File: src/hw/rtl/gmbl_pkg.sv
// Package for the gain mixer / block limiter.
// Holds item structs, config register codes and fixed arithmetic constants.
// No dependencies.
`default_nettype none

package gmbl_pkg;

	localparam int NUM_GAINS    = 4;
	localparam int GAIN_W       = 16;
	localparam int LIMIT_W      = 15;
	localparam int SUM_W        = 19;
	localparam int PEAK_W       = 18;
	localparam int CNT_W        = 32;
	localparam int CFG_IDX_W    = 3;
	localparam int Q_SHIFT      = 15;
	localparam int QUOT_W       = 15;
	localparam int DIV_CNT_W    = $clog2(QUOT_W + 1);

	localparam logic [GAIN_W-1:0]  UNITY_GAIN    = 16'd32768;
	localparam logic [GAIN_W-1:0]  GAIN_RESET    = 16'd16384;
	localparam logic [LIMIT_W-1:0] LIMIT_RESET   = 15'd32767;
	localparam int                 RELEASE_SHIFT = 4;
	localparam logic [PEAK_W-1:0]  PEAK_MAX      = 18'h3FFFF;

	localparam logic [CFG_IDX_W-1:0] REG_GAIN_0 = 3'd0;
	localparam logic [CFG_IDX_W-1:0] REG_GAIN_1 = 3'd1;
	localparam logic [CFG_IDX_W-1:0] REG_GAIN_2 = 3'd2;
	localparam logic [CFG_IDX_W-1:0] REG_GAIN_3 = 3'd3;
	localparam logic [CFG_IDX_W-1:0] REG_LIMIT  = 3'd4;

	typedef struct packed {
		logic signed [15:0] pcm_in;
		logic [1:0]         channel_number;
		logic [4:0]         position;
		logic [3:0]         channel_mask;
		logic               frame_end;
	} in_item_t;

	typedef struct packed {
		logic signed [15:0] pcm_out;
		logic               frame_last;
		logic [17:0]        peak_before_limit;
		logic [15:0]        applied_gain;
		logic [31:0]        frame_total;
		logic [31:0]        silent_total;
		logic [31:0]        limited_total;
		logic [31:0]        clip_total;
	} out_item_t;

	typedef struct packed {
		logic [NUM_GAINS-1:0][GAIN_W-1:0] gain;
		logic [LIMIT_W-1:0]               limit;
	} cfg_regs_t;

	typedef struct packed {
		logic busy;
		logic done;
	} div_stat_t;

endpackage

`default_nettype wire

File: src/hw/rtl/gmbl_cfg_regs.sv
// Configuration register file: channel gains and limit level.
// Depends on gmbl_pkg.
`default_nettype none

module gmbl_cfg_regs
	import gmbl_pkg::*;
(
	input  wire logic                 clk,
	input  wire logic                 arst_n,
	input  wire logic                 wr_en,
	input  wire logic [CFG_IDX_W-1:0] wr_index,
	input  wire logic [GAIN_W-1:0]    wr_data,
	output cfg_regs_t                 regs
);

	cfg_regs_t regs_q;

	always_ff @(posedge clk or negedge arst_n) begin
		if (!arst_n) begin
			for (int i = 0; i < NUM_GAINS; i++) begin
				regs_q.gain[i] <= GAIN_RESET;
			end
			regs_q.limit <= LIMIT_RESET;
		end else if (wr_en) begin
			unique case (wr_index) inside
				REG_GAIN_0, REG_GAIN_1, REG_GAIN_2, REG_GAIN_3: begin
					// gains above unity are dropped
					if (wr_data <= UNITY_GAIN) begin
						regs_q.gain[wr_index[1:0]] <= wr_data;
					end
				end
				REG_LIMIT: begin
					regs_q.limit <= wr_data[LIMIT_W-1:0];
				end
				default: begin
				end
			endcase
		end
	end

	assign regs = regs_q;

endmodule

`default_nettype wire

File: src/hw/rtl/gmbl_sum_mem.sv
// Per-position mix sum memory with a registered read.
// Valid bits make unwritten entries read as zero and clear the frame at once.
// Depends on gmbl_pkg.
`default_nettype none

module gmbl_sum_mem
	import gmbl_pkg::*;
#(
	parameter int DEPTH = 32,
	parameter int AW    = 5
) (
	input  wire logic                    clk,
	input  wire logic                    arst_n,
	input  wire logic                    rd_en,
	input  wire logic [AW-1:0]           rd_addr,
	output logic signed [SUM_W-1:0]      rd_data,
	input  wire logic                    wr_en,
	input  wire logic [AW-1:0]           wr_addr,
	input  wire logic signed [SUM_W-1:0] wr_data,
	input  wire logic                    clr_all
);

	logic signed [SUM_W-1:0] mem [DEPTH];
	logic [DEPTH-1:0]        vld_q;
	logic signed [SUM_W-1:0] rd_word_q;
	logic                    rd_vld_q;

	always_ff @(posedge clk) begin
		if (wr_en) begin
			mem[wr_addr] <= wr_data;
		end
		if (rd_en) begin
			rd_word_q <= mem[rd_addr];
		end
	end

	always_ff @(posedge clk or negedge arst_n) begin
		if (!arst_n) begin
			vld_q    <= '0;
			rd_vld_q <= 1'b0;
		end else begin
			if (clr_all) begin
				vld_q <= '0;
			end else if (wr_en) begin
				vld_q[wr_addr] <= 1'b1;
			end
			if (rd_en) begin
				rd_vld_q <= vld_q[rd_addr];
			end
		end
	end

	assign rd_data = rd_vld_q ? rd_word_q : '0;

endmodule

`default_nettype wire

File: src/hw/rtl/gmbl_divider.sv
// Restoring divider for the requested gain: (limit << 15) / peak.
// Caller guarantees peak > limit, so the quotient fits 15 bits. One bit per cycle.
// Depends on gmbl_pkg.
`default_nettype none

module gmbl_divider
	import gmbl_pkg::*;
(
	input  wire logic               clk,
	input  wire logic               arst_n,
	input  wire logic               start,
	input  wire logic [LIMIT_W-1:0] dividend,
	input  wire logic [PEAK_W-1:0]  divisor,
	output div_stat_t               stat,
	output logic [QUOT_W-1:0]       quotient
);

	logic [PEAK_W-1:0]    rem_q;
	logic [PEAK_W-1:0]    div_q;
	logic [QUOT_W-1:0]    quot_q;
	logic [DIV_CNT_W-1:0] cnt_q;
	logic                 busy_q;
	logic                 done_q;
	logic [PEAK_W:0]      shifted;
	logic                 ge;

	always_comb begin
		shifted = {rem_q, 1'b0};
		ge      = shifted >= {1'b0, div_q};
	end

	always_ff @(posedge clk or negedge arst_n) begin
		if (!arst_n) begin
			busy_q <= 1'b0;
			done_q <= 1'b0;
			cnt_q  <= '0;
		end else begin
			done_q <= 1'b0;
			if (start) begin
				busy_q <= 1'b1;
				cnt_q  <= DIV_CNT_W'(QUOT_W);
			end else if (busy_q) begin
				cnt_q <= cnt_q - 1'b1;
				if (cnt_q == DIV_CNT_W'(1)) begin
					busy_q <= 1'b0;
					done_q <= 1'b1;
				end
			end
		end
	end

	always_ff @(posedge clk) begin
		if (start) begin
			// top half of the dividend is the limit itself, already below the divisor
			rem_q  <= {{(PEAK_W-LIMIT_W){1'b0}}, dividend};
			div_q  <= divisor;
			quot_q <= '0;
		end else if (busy_q) begin
			rem_q  <= ge ? PEAK_W'(shifted - {1'b0, div_q}) : shifted[PEAK_W-1:0];
			quot_q <= {quot_q[QUOT_W-2:0], ge};
		end
	end

	assign stat.busy = busy_q;
	assign stat.done = done_q;
	assign quotient  = quot_q;

endmodule

`default_nettype wire

File: src/hw/rtl/gain_mixer_block_limiter_core.sv
// Gain mixer with frame peak limiter. A sample request is a sum memory read, then a
// write-back; no new request is accepted before that write-back. A frame-end request
// adds a peak scan, a divide when limiting, a gain update, a clip scan, then a read,
// multiply, saturate and output step per result; a silent frame skips to emitting zeros.
// Reset restores register defaults, unity limiter gain, zero counters and marks
// every sum entry empty through its valid bit; no clearing pass is needed.
`default_nettype none

module gain_mixer_block_limiter_core
	import gmbl_pkg::*;
#(
	parameter int CHANNELS  = 4,
	parameter int FRAME_LEN = 32
) (
	input  wire logic                 clk,
	input  wire logic                 arst_n,
	input  wire logic                 in_valid,
	output logic                      in_stall,
	input  wire in_item_t             in_data,
	output logic                      out_valid,
	input  wire logic                 out_stall,
	output out_item_t                 out_data,
	input  wire logic                 cfg_valid,
	output logic                      cfg_ready,
	input  wire logic [CFG_IDX_W-1:0] cfg_index,
	input  wire logic [GAIN_W-1:0]    cfg_data
);

	localparam int AW = (FRAME_LEN > 1) ? $clog2(FRAME_LEN) : 1;
	localparam logic [AW-1:0] LAST_IDX = AW'(FRAME_LEN - 1);
	localparam logic [3:0]    CH_MASK  = 4'((1 << CHANNELS) - 1);

	localparam logic [3:0] ST_ACC   = 4'd0;
	localparam logic [3:0] ST_PEAK  = 4'd1;
	localparam logic [3:0] ST_DIV   = 4'd2;
	localparam logic [3:0] ST_GAIN  = 4'd3;
	localparam logic [3:0] ST_CLIP  = 4'd4;
	localparam logic [3:0] ST_E_RD  = 4'd5;
	localparam logic [3:0] ST_E_MUL = 4'd6;
	localparam logic [3:0] ST_E_SAT = 4'd7;
	localparam logic [3:0] ST_E_OUT = 4'd8;

	cfg_regs_t cfg;
	div_stat_t div_stat;
	logic [QUOT_W-1:0] quot;

	logic [3:0] state_q;

	// sample path
	logic                    accept;
	logic                    keep;
	logic [6:0]              pos_ext;
	logic signed [32:0]      in_prod;
	logic                    vld_s1;
	logic                    keep_s1;
	logic                    fend_s1;
	logic                    active_s1;
	logic [AW-1:0]           addr_s1;
	logic signed [32:0]      prod_s1;
	logic signed [SUM_W-1:0] term19;

	// memory port
	logic                    mem_rd_en;
	logic [AW-1:0]           mem_rd_addr;
	logic signed [SUM_W-1:0] mem_rd_data;
	logic                    mem_wr_en;
	logic signed [SUM_W-1:0] mem_wr_data;
	logic                    mem_clr;

	// scans
	logic                    scan_go_q;
	logic [AW-1:0]           scan_idx_q;
	logic                    dat_vld_q;
	logic                    dat_last_q;
	logic                    mul_vld_q;
	logic                    mul_last_q;
	logic signed [35:0]      mul_res;
	logic signed [35:0]      prod_q;
	logic signed [20:0]      scaled;
	logic signed [15:0]      sat_val;
	logic                    clipped;
	logic [19:0]             mag;
	logic [PEAK_W-1:0]       mag_sat;
	logic [PEAK_W-1:0]       peak_next;
	logic                    over_limit;
	logic                    div_start;

	// frame state
	logic                    silent_q;
	logic [PEAK_W-1:0]       peak_q;
	logic [GAIN_W-1:0]       smooth_q;
	logic [GAIN_W-1:0]       req_q;
	logic [CNT_W-1:0]        frame_cnt_q;
	logic [CNT_W-1:0]        silent_cnt_q;
	logic [CNT_W-1:0]        limited_cnt_q;
	logic [CNT_W-1:0]        clip_cnt_q;

	// output register
	logic                    out_valid_q;
	logic signed [15:0]      out_pcm_q;
	logic                    out_last_q;
	logic                    out_accept;

	assign cfg_ready = 1'b1;

	gmbl_cfg_regs u_cfg (
		.clk      (clk),
		.arst_n   (arst_n),
		.wr_en    (cfg_valid && cfg_ready),
		.wr_index (cfg_index),
		.wr_data  (cfg_data),
		.regs     (cfg)
	);

	gmbl_sum_mem #(
		.DEPTH (FRAME_LEN),
		.AW    (AW)
	) u_mem (
		.clk     (clk),
		.arst_n  (arst_n),
		.rd_en   (mem_rd_en),
		.rd_addr (mem_rd_addr),
		.rd_data (mem_rd_data),
		.wr_en   (mem_wr_en),
		.wr_addr (addr_s1),
		.wr_data (mem_wr_data),
		.clr_all (mem_clr)
	);

	gmbl_divider u_div (
		.clk      (clk),
		.arst_n   (arst_n),
		.start    (div_start),
		.dividend (cfg.limit),
		.divisor  (peak_next),
		.stat     (div_stat),
		.quotient (quot)
	);

	// sample front end: one request in flight through the read-modify-write
	assign in_stall   = (state_q != ST_ACC) || vld_s1;
	assign accept     = in_valid && !in_stall;
	assign out_accept = out_valid_q && !out_stall;

	always_comb begin
		pos_ext = {2'b00, in_data.position};
		keep    = ({1'b0, in_data.channel_number} < 3'(CHANNELS))
			&& in_data.channel_mask[in_data.channel_number]
			&& (pos_ext < 7'(FRAME_LEN));
		in_prod = $signed(in_data.pcm_in)
			* $signed({1'b0, cfg.gain[in_data.channel_number]});
		term19      = {prod_s1[32], prod_s1[32:15]};
		mem_wr_data = mem_rd_data + term19;
		mem_wr_en   = vld_s1 && keep_s1;
	end

	always_comb begin
		mem_rd_en   = 1'b0;
		mem_rd_addr = scan_idx_q;
		if (state_q == ST_ACC) begin
			mem_rd_en   = accept;
			mem_rd_addr = pos_ext[AW-1:0];
		end else if (state_q == ST_PEAK || state_q == ST_CLIP) begin
			mem_rd_en = scan_go_q;
		end else if (state_q == ST_E_RD) begin
			mem_rd_en = 1'b1;
		end
	end

	// magnitude, peak, scaling and saturation
	always_comb begin
		mag = mem_rd_data[SUM_W-1] ? (20'd0 - {1'b1, mem_rd_data}) : {1'b0, mem_rd_data};
		mag_sat   = (mag > {2'b00, PEAK_MAX}) ? PEAK_MAX : mag[PEAK_W-1:0];
		peak_next = (mag_sat > peak_q) ? mag_sat : peak_q;
		over_limit = peak_next > {{(PEAK_W-LIMIT_W){1'b0}}, cfg.limit};
		div_start  = (state_q == ST_PEAK) && dat_vld_q && dat_last_q && over_limit;

		mul_res = mem_rd_data * $signed({1'b0, smooth_q});
		scaled  = prod_q[35:15];
		clipped = 1'b1;
		if (scaled > 21'sd32767) begin
			sat_val = 16'sh7FFF;
		end else if (scaled < -21'sd32768) begin
			sat_val = -16'sh8000;
		end else begin
			sat_val = scaled[15:0];
			clipped = 1'b0;
		end

		mem_clr = (state_q == ST_E_OUT) && out_accept && (scan_idx_q == LAST_IDX);
	end

	always_ff @(posedge clk) begin
		if (accept) begin
			keep_s1   <= keep;
			fend_s1   <= in_data.frame_end;
			active_s1 <= |(in_data.channel_mask & CH_MASK);
			addr_s1   <= pos_ext[AW-1:0];
			prod_s1   <= in_prod;
		end
		if (dat_vld_q || state_q == ST_E_MUL) begin
			prod_q <= mul_res;
		end
		if (state_q == ST_E_SAT) begin
			out_pcm_q  <= silent_q ? 16'sd0 : sat_val;
			out_last_q <= scan_idx_q == LAST_IDX;
		end
	end

	always_ff @(posedge clk or negedge arst_n) begin
		if (!arst_n) begin
			state_q       <= ST_ACC;
			vld_s1        <= 1'b0;
			scan_go_q     <= 1'b0;
			scan_idx_q    <= '0;
			dat_vld_q     <= 1'b0;
			dat_last_q    <= 1'b0;
			mul_vld_q     <= 1'b0;
			mul_last_q    <= 1'b0;
			silent_q      <= 1'b0;
			peak_q        <= '0;
			smooth_q      <= UNITY_GAIN;
			req_q         <= UNITY_GAIN;
			frame_cnt_q   <= '0;
			silent_cnt_q  <= '0;
			limited_cnt_q <= '0;
			clip_cnt_q    <= '0;
			out_valid_q   <= 1'b0;
		end else begin
			vld_s1     <= accept;
			dat_vld_q  <= scan_go_q;
			dat_last_q <= scan_go_q && (scan_idx_q == LAST_IDX);
			mul_vld_q  <= dat_vld_q && (state_q == ST_CLIP);
			mul_last_q <= dat_last_q && (state_q == ST_CLIP);

			if (scan_go_q) begin
				if (scan_idx_q == LAST_IDX) begin
					scan_go_q <= 1'b0;
				end else begin
					scan_idx_q <= scan_idx_q + 1'b1;
				end
			end

			unique case (state_q)
				ST_ACC: begin
					if (vld_s1 && fend_s1) begin
						frame_cnt_q <= frame_cnt_q + 32'd1;
						peak_q      <= '0;
						scan_idx_q  <= '0;
						if (!active_s1) begin
							silent_cnt_q <= silent_cnt_q + 32'd1;
							silent_q     <= 1'b1;
							state_q      <= ST_E_RD;
						end else begin
							silent_q  <= 1'b0;
							scan_go_q <= 1'b1;
							state_q   <= ST_PEAK;
						end
					end
				end
				ST_PEAK: begin
					if (dat_vld_q) begin
						peak_q <= peak_next;
						if (dat_last_q) begin
							if (over_limit) begin
								limited_cnt_q <= limited_cnt_q + 32'd1;
								state_q       <= ST_DIV;
							end else begin
								req_q   <= UNITY_GAIN;
								state_q <= ST_GAIN;
							end
						end
					end
				end
				ST_DIV: begin
					if (div_stat.done) begin
						req_q   <= {{(GAIN_W-QUOT_W){1'b0}}, quot};
						state_q <= ST_GAIN;
					end
				end
				ST_GAIN: begin
					// attack at once, release by a sixteenth of the gap to unity
					if (req_q < smooth_q) begin
						smooth_q <= req_q;
					end else begin
						smooth_q <= smooth_q + ((UNITY_GAIN - smooth_q) >> RELEASE_SHIFT);
					end
					scan_idx_q <= '0;
					scan_go_q  <= 1'b1;
					state_q    <= ST_CLIP;
				end
				ST_CLIP: begin
					if (mul_vld_q) begin
						if (clipped) begin
							clip_cnt_q <= clip_cnt_q + 32'd1;
						end
						if (mul_last_q) begin
							scan_idx_q <= '0;
							state_q    <= ST_E_RD;
						end
					end
				end
				ST_E_RD: begin
					state_q <= ST_E_MUL;
				end
				ST_E_MUL: begin
					state_q <= ST_E_SAT;
				end
				ST_E_SAT: begin
					out_valid_q <= 1'b1;
					state_q     <= ST_E_OUT;
				end
				ST_E_OUT: begin
					if (out_accept) begin
						out_valid_q <= 1'b0;
						if (scan_idx_q == LAST_IDX) begin
							state_q <= ST_ACC;
						end else begin
							scan_idx_q <= scan_idx_q + 1'b1;
							state_q    <= ST_E_RD;
						end
					end
				end
				default: begin
					state_q <= ST_ACC;
				end
			endcase
		end
	end

	assign out_valid = out_valid_q;

	always_comb begin
		out_data.pcm_out           = out_pcm_q;
		out_data.frame_last        = out_last_q;
		out_data.peak_before_limit = peak_q;
		out_data.applied_gain      = smooth_q;
		out_data.frame_total       = frame_cnt_q;
		out_data.silent_total      = silent_cnt_q;
		out_data.limited_total     = limited_cnt_q;
		out_data.clip_total        = clip_cnt_q;
	end

	a_out_only_emit: assert property (@(posedge clk) disable iff (!arst_n)
		out_valid_q |-> (state_q == ST_E_OUT))
		else $error("result presented outside emit phase");

	a_div_done_in_div: assert property (@(posedge clk) disable iff (!arst_n)
		div_stat.done |-> (state_q == ST_DIV))
		else $error("divider finished outside divide phase");

	a_gain_le_unity: assert property (@(posedge clk) disable iff (!arst_n)
		smooth_q <= UNITY_GAIN)
		else $error("limiter gain above unity");

	a_last_returns_idle: assert property (@(posedge clk) disable iff (!arst_n)
		(out_accept && out_last_q) |=> (state_q == ST_ACC && !out_valid_q))
		else $error("frame did not close after last result");

endmodule

`default_nettype wire

File: config.mk
export PLATFORM = sky130hd
export DESIGN_NAME = gain_mixer_block_limiter_core
export DESIGN_NICKNAME = d
export VERILOG_FILES = /design/src/hw/rtl/gmbl_pkg.sv /design/src/hw/rtl/gmbl_cfg_regs.sv /design/src/hw/rtl/gmbl_sum_mem.sv /design/src/hw/rtl/gmbl_divider.sv /design/src/hw/rtl/gain_mixer_block_limiter_core.sv
export SDC_FILE = /design/constraint.sdc
export NUM_CORES = 2
export LEC_CHECK = 0
export BUFFER_PORTS_ARGS = -buffer_cell sky130_fd_sc_hd__buf_2
export CORE_MARGIN = 5
export CORE_UTILIZATION = 35
export CTS_BUF_LIST = sky130_fd_sc_hd__clkbuf_8
export DETAILED_ROUTE_END_ITERATION = 10
export PLACE_DENSITY = 0.6
export SLEW_MARGIN = 5
export SYNTH_ARGS = -nofsm -noshare
export SYNTH_HDL_FRONTEND = slang
export SYNTH_SLANG_ARGS = --single-unit
File: constraint.sdc
create_clock -name clk -period 6.9 [get_ports clk]
set_input_delay 0.345 -clock clk [delete_from_list [all_inputs] [get_ports clk]]
set_output_delay 0.345 -clock clk [all_outputs]
set_load 0.05 [all_outputs]
==> results.py <==
metrics = {
    "layout": {
        "areaGrowthSynthToFinish_pct": 16.0,
        "n_fill_cell": 17400,
        "nets": 6660,
        "ff_latch_area_um2": 30000,
        "drive_gt1_share_pct": 20.2,
        "finalInstanceArea_um2": 75200,
        "multiInputGateArea_um2": 32000,
    },
    "sta": {
        "tightest_slew_ns": 1.21,
        "period_needed_ns": 6.83,
        "setup_viol": 0,
        "timing.final.max_slew_violations": 0,
        "finClkSkew_ns": 0.0662,
        "hold_violations": 0,
        "fin_ws_ns": 0.0659,
        "rsz0062_at_grt": "yes",
        "fin_crit_sh_pct": 99.0,
        "clock.fmax_mhz": 146,
        "slew_headroom_pct": 19.1,
    },
    "job": {
        "cap_violations": 0,
    },
    "clock_network": {
        "path_clk_slew_ns": 0.06,
        "htreeDepth": 4,
        "cts_buffer_depth": 3,
        "numCtsBuffers": 174,
        "cts_tree": "built",
        "clock_latency_ns": 0.91,
        "cts.sinks": 1055,
        "cts_root_buf": "clkbuf_8",
    },
    "synth": {
        "avgSynthCellArea_um2": 12.3,
        "syn_area_um2": 64800,
        "yosysWarnings": 0,
        "synth_cell_types": 81,
        "async_flop_share_pct": 29.7,
        "synth_most_common_cell": "edfxtp_1",
        "ys_ff_latch": 1055,
        "synth_ff_type": "edfxtp_1",
        "synth.area.top_cells": "edfxtp_1 (34%), fa_1 (15%), dfrtp_1 (11%), mux4_2 (6.2%), ha_1 (6.1%)",
        "netlist_instances": 5281,
        "yosys.area.top_type": "edfxtp_1",
        "synth_top_area_share_pct": 33.6,
        "synth_edf_count": 724,
        "synth_nets": 6148,
        "synthTopCellsByCount": "edfxtp_1 (724), nand2_1 (690), inv_1 (684)",
        "ys_seq_area_share_pct": 46.2,
    },
    "drt": {
        "via_per_inst": 5.03,
        "drtIter0Drc": 2897,
        "drc": 0,
        "wl_um": 173000,
        "num_vias": 42400,
        "wl_met2_um": 84200,
        "wl_met3_um": 9930,
        "wire_per_inst_um": 20.6,
        "drtPass1Iterations": 7,
        "postRouteAntennaNets": 0,
        "wl_met1_um": 70600,
        "highest_layer": "met4",
    },
    "grt": {
        "grt_pass1_wl_um": 267000,
        "antenna_found_initial": 3,
        "gr-usage-all-layers_pct": 17.9,
        "grt-ovfl-total": 0,
        "grt_pass1_vias": 44400,
        "grt_max_degree": 132,
    },
    "placement": {
        "place_congestion": 0.884,
        "port_buffers": 232,
        "pre_cts_slack_ns": -0.592,
        "dpl_cell_area_um2": 70800,
        "dp_hpwl_um": 125000,
    },
    "setup_path": {
        "critPathLaunch": "u_cfg.regs[73]$_DFFE_PN0P_",
        "crit_fanout": 5,
        "r2r_cells": 21,
        "slowest_stage": "mux4_2",
        "worstPathRequired_ns": 7.51,
        "crit_path_start_kind": "register",
        "end_kind": "register",
        "crit_chain": "mux4_2, nand2_2, fa_1, inv_2, fa_1, fa_1, fa_1, inv_1, fa_1, inv_1, fa_1, ha_1, nand3_2, or4_4, a311oi_4, o22ai_2, o31ai_4, o41a_1, a211oi_2, buf_4, xnor2_1",
        "regToRegStartpoint": "u_cfg.regs[73]$_DFFE_PN0P_",
        "cpPeakStageDelay_ns": 0.56,
        "r2r-end": "prod_s1[31]$_DFFE_PP_",
        "r2r_setup_slack_ns": 0.07,
        "critPathArrivalTime_ns": 7.44,
        "critPathMostFrequentCell": "fa_1",
        "crit_type": "reg -> reg",
    },
    "die": {
        "start_util_pct": 35.1,
        "die_x_um": 440,
        "rows": 158,
        "die_y_um": 440,
        "die_area_um2": 194000,
        "core_area_um2": 185000,
        "io_pins": 234,
    },
    "worst_hold_path": {
        "whs_endpoint": "vld_s1$_DFF_PN0_",
        "hold_path.class": "in -> reg",
        "hold-path-cell-count": 4,
        "hp-start": "in_valid",
    },
    "status": {
        "status": "completed",
    },
}
-- kinds of logic (layout without fill, tap and decap cells) --
kind of cell / after synthesis / in the layout / share of synthesized area [%]
AND/OR/NAND/NOR: 1507 / 1507 / 10.9
buffers and inverters: 919 / 1575 / 5.40
multiplexers: 299 / 299 / 8.19
AO/OA/AOI/OAI: 444 / 444 / 4.51
XOR/XNOR: 240 / 240 / 3.24
other: 1 / 7 / 0.00579
flip-flops: 1055 / 1055 / 46.2
adder cells (fa/ha/maj): 816 / 816 / 21.6
-- stage by stage --
| step | TNS (ns) | utilization (%) | hold WS (ns) | cells |
|---|---|---|---|---|
| 6_report | 0 | 40.7 | 0.0684 | 8423 |
| 4_1_cts | 0 | 40.5 | 0.0149 | 8409 |
| 3_3_place_gp | -8.73 | 38.3 | 0.452 | 8057 |
| 5_1_grt | -0.666 | 40.7 | 0.0265 | 8421 |
| 2_1_floorplan | -0.0165 | - | 0.0494 | 5281 |
| 3_5_place_dp | -14.27 | 38.3 | 0.457 | 8057 |
-- area by class of cell --
class | instances | area share, %
Antenna cell | 6 | 0.0200
Clock buffer | 196 | 3.59
Clock inverter | 124 | 1.23
Inverter | 686 | 3.43
Multi-Input combinational cell | 3307 | 42.5
Sequential cell | 1055 | 39.9
Tap cell | 2480 | 4.13
Timing Repair Buffer | 569 | 5.22
-- metal layers --
metal / global-route usage (%) / vias to the layer above
met5: 0 / -
met1: 22.8 / 21900
met3: 2.94 / 264
met4: 8.59 / 0
met2: 29.8 / 1227
li1: - / 19000
-- critical path: cells and delay by family (launching register included) --
| kind | cells | cell delay, ns |
|---|---|---|
| compound gates | 5 | 1.21 |
| xor+xnor | 1 | 0.11 |
| fa+ha+maj | 7 | 3.20 |
| buf+inv | 4 | 0.34 |
| flops | 1 | 0.41 |
| mux | 1 | 0.56 |
| simple gates | 3 | 0.73 |
-- placed cells by master, fill, tap and decap left out, types with 39 or more instances in the layout --
cell type,n
a21o_1,46
a21oi_1,92
and2_1,109
and3_1,145
buf_2,231
buf_4,287
clkbuf_8,196
dfrtp_1,291
edfxtp_1,724
fa_1,494
ha_1,309
inv_1,734
mux2_2,70
mux2i_1,45
mux4_2,177
nand2_1,682
nand3_1,176
nand4_1,39
nor2_1,158
o21a_1,60
o21ai_0,98
xnor2_1,150
xor2_1,75
-- state kept, by name, indices dropped and copies added, names as in the netlist, 15 cells and up --
signal	count
peak_q	18
u_mem.mem	608
clip_cnt_q	32
limited_cnt_q	32
frame_cnt_q	32
u_cfg.regs	79
u_div.div_q	18
u_mem.vld_q	32
req_q	16
u_div.quotient	15
smooth_q	16
u_mem.rd_word_q	19
prod_q	21
u_div.rem_q	18
prod_s1	18
out_pcm_q	16
silent_cnt_q	32
-- what timing repair did --
item / 4_1_cts / 5_1_grt
cloned: 0 / 0
hold buffers: 27 / 0
gates resized for setup: 24 / 85
pin swaps: 5 / 32
setup endpoints to repair: 128 / 140
buffers inserted: 5 / 8
hold endpoints to repair: 194 / 0
-- worst max path at each step --
| stage | end | slack, ns | depth (start not counted) |
|---|---|---|---|
| global route | prod_s1[30]$_DFFE_PP_ | -0.16 | 23 |
| CTS | prod_q[35]$_DFFE_PP_ | 0.008 | 25 |
| detailed placement | prod_s1[32]$_DFFE_PP_ | -0.59 | 24 |
| floorplan | prod_s1[32]$_DFFE_PP_ | -0.02 | 24 |
| global placement | prod_s1[31]$_DFFE_PP_ | -0.46 | 24 |
| finish | prod_s1[31]$_DFFE_PP_ | 0.07 | 21 |
Power is not shown: default switching activity piles up to over one toggle a cycle in this logic, so the estimate is an artifact.
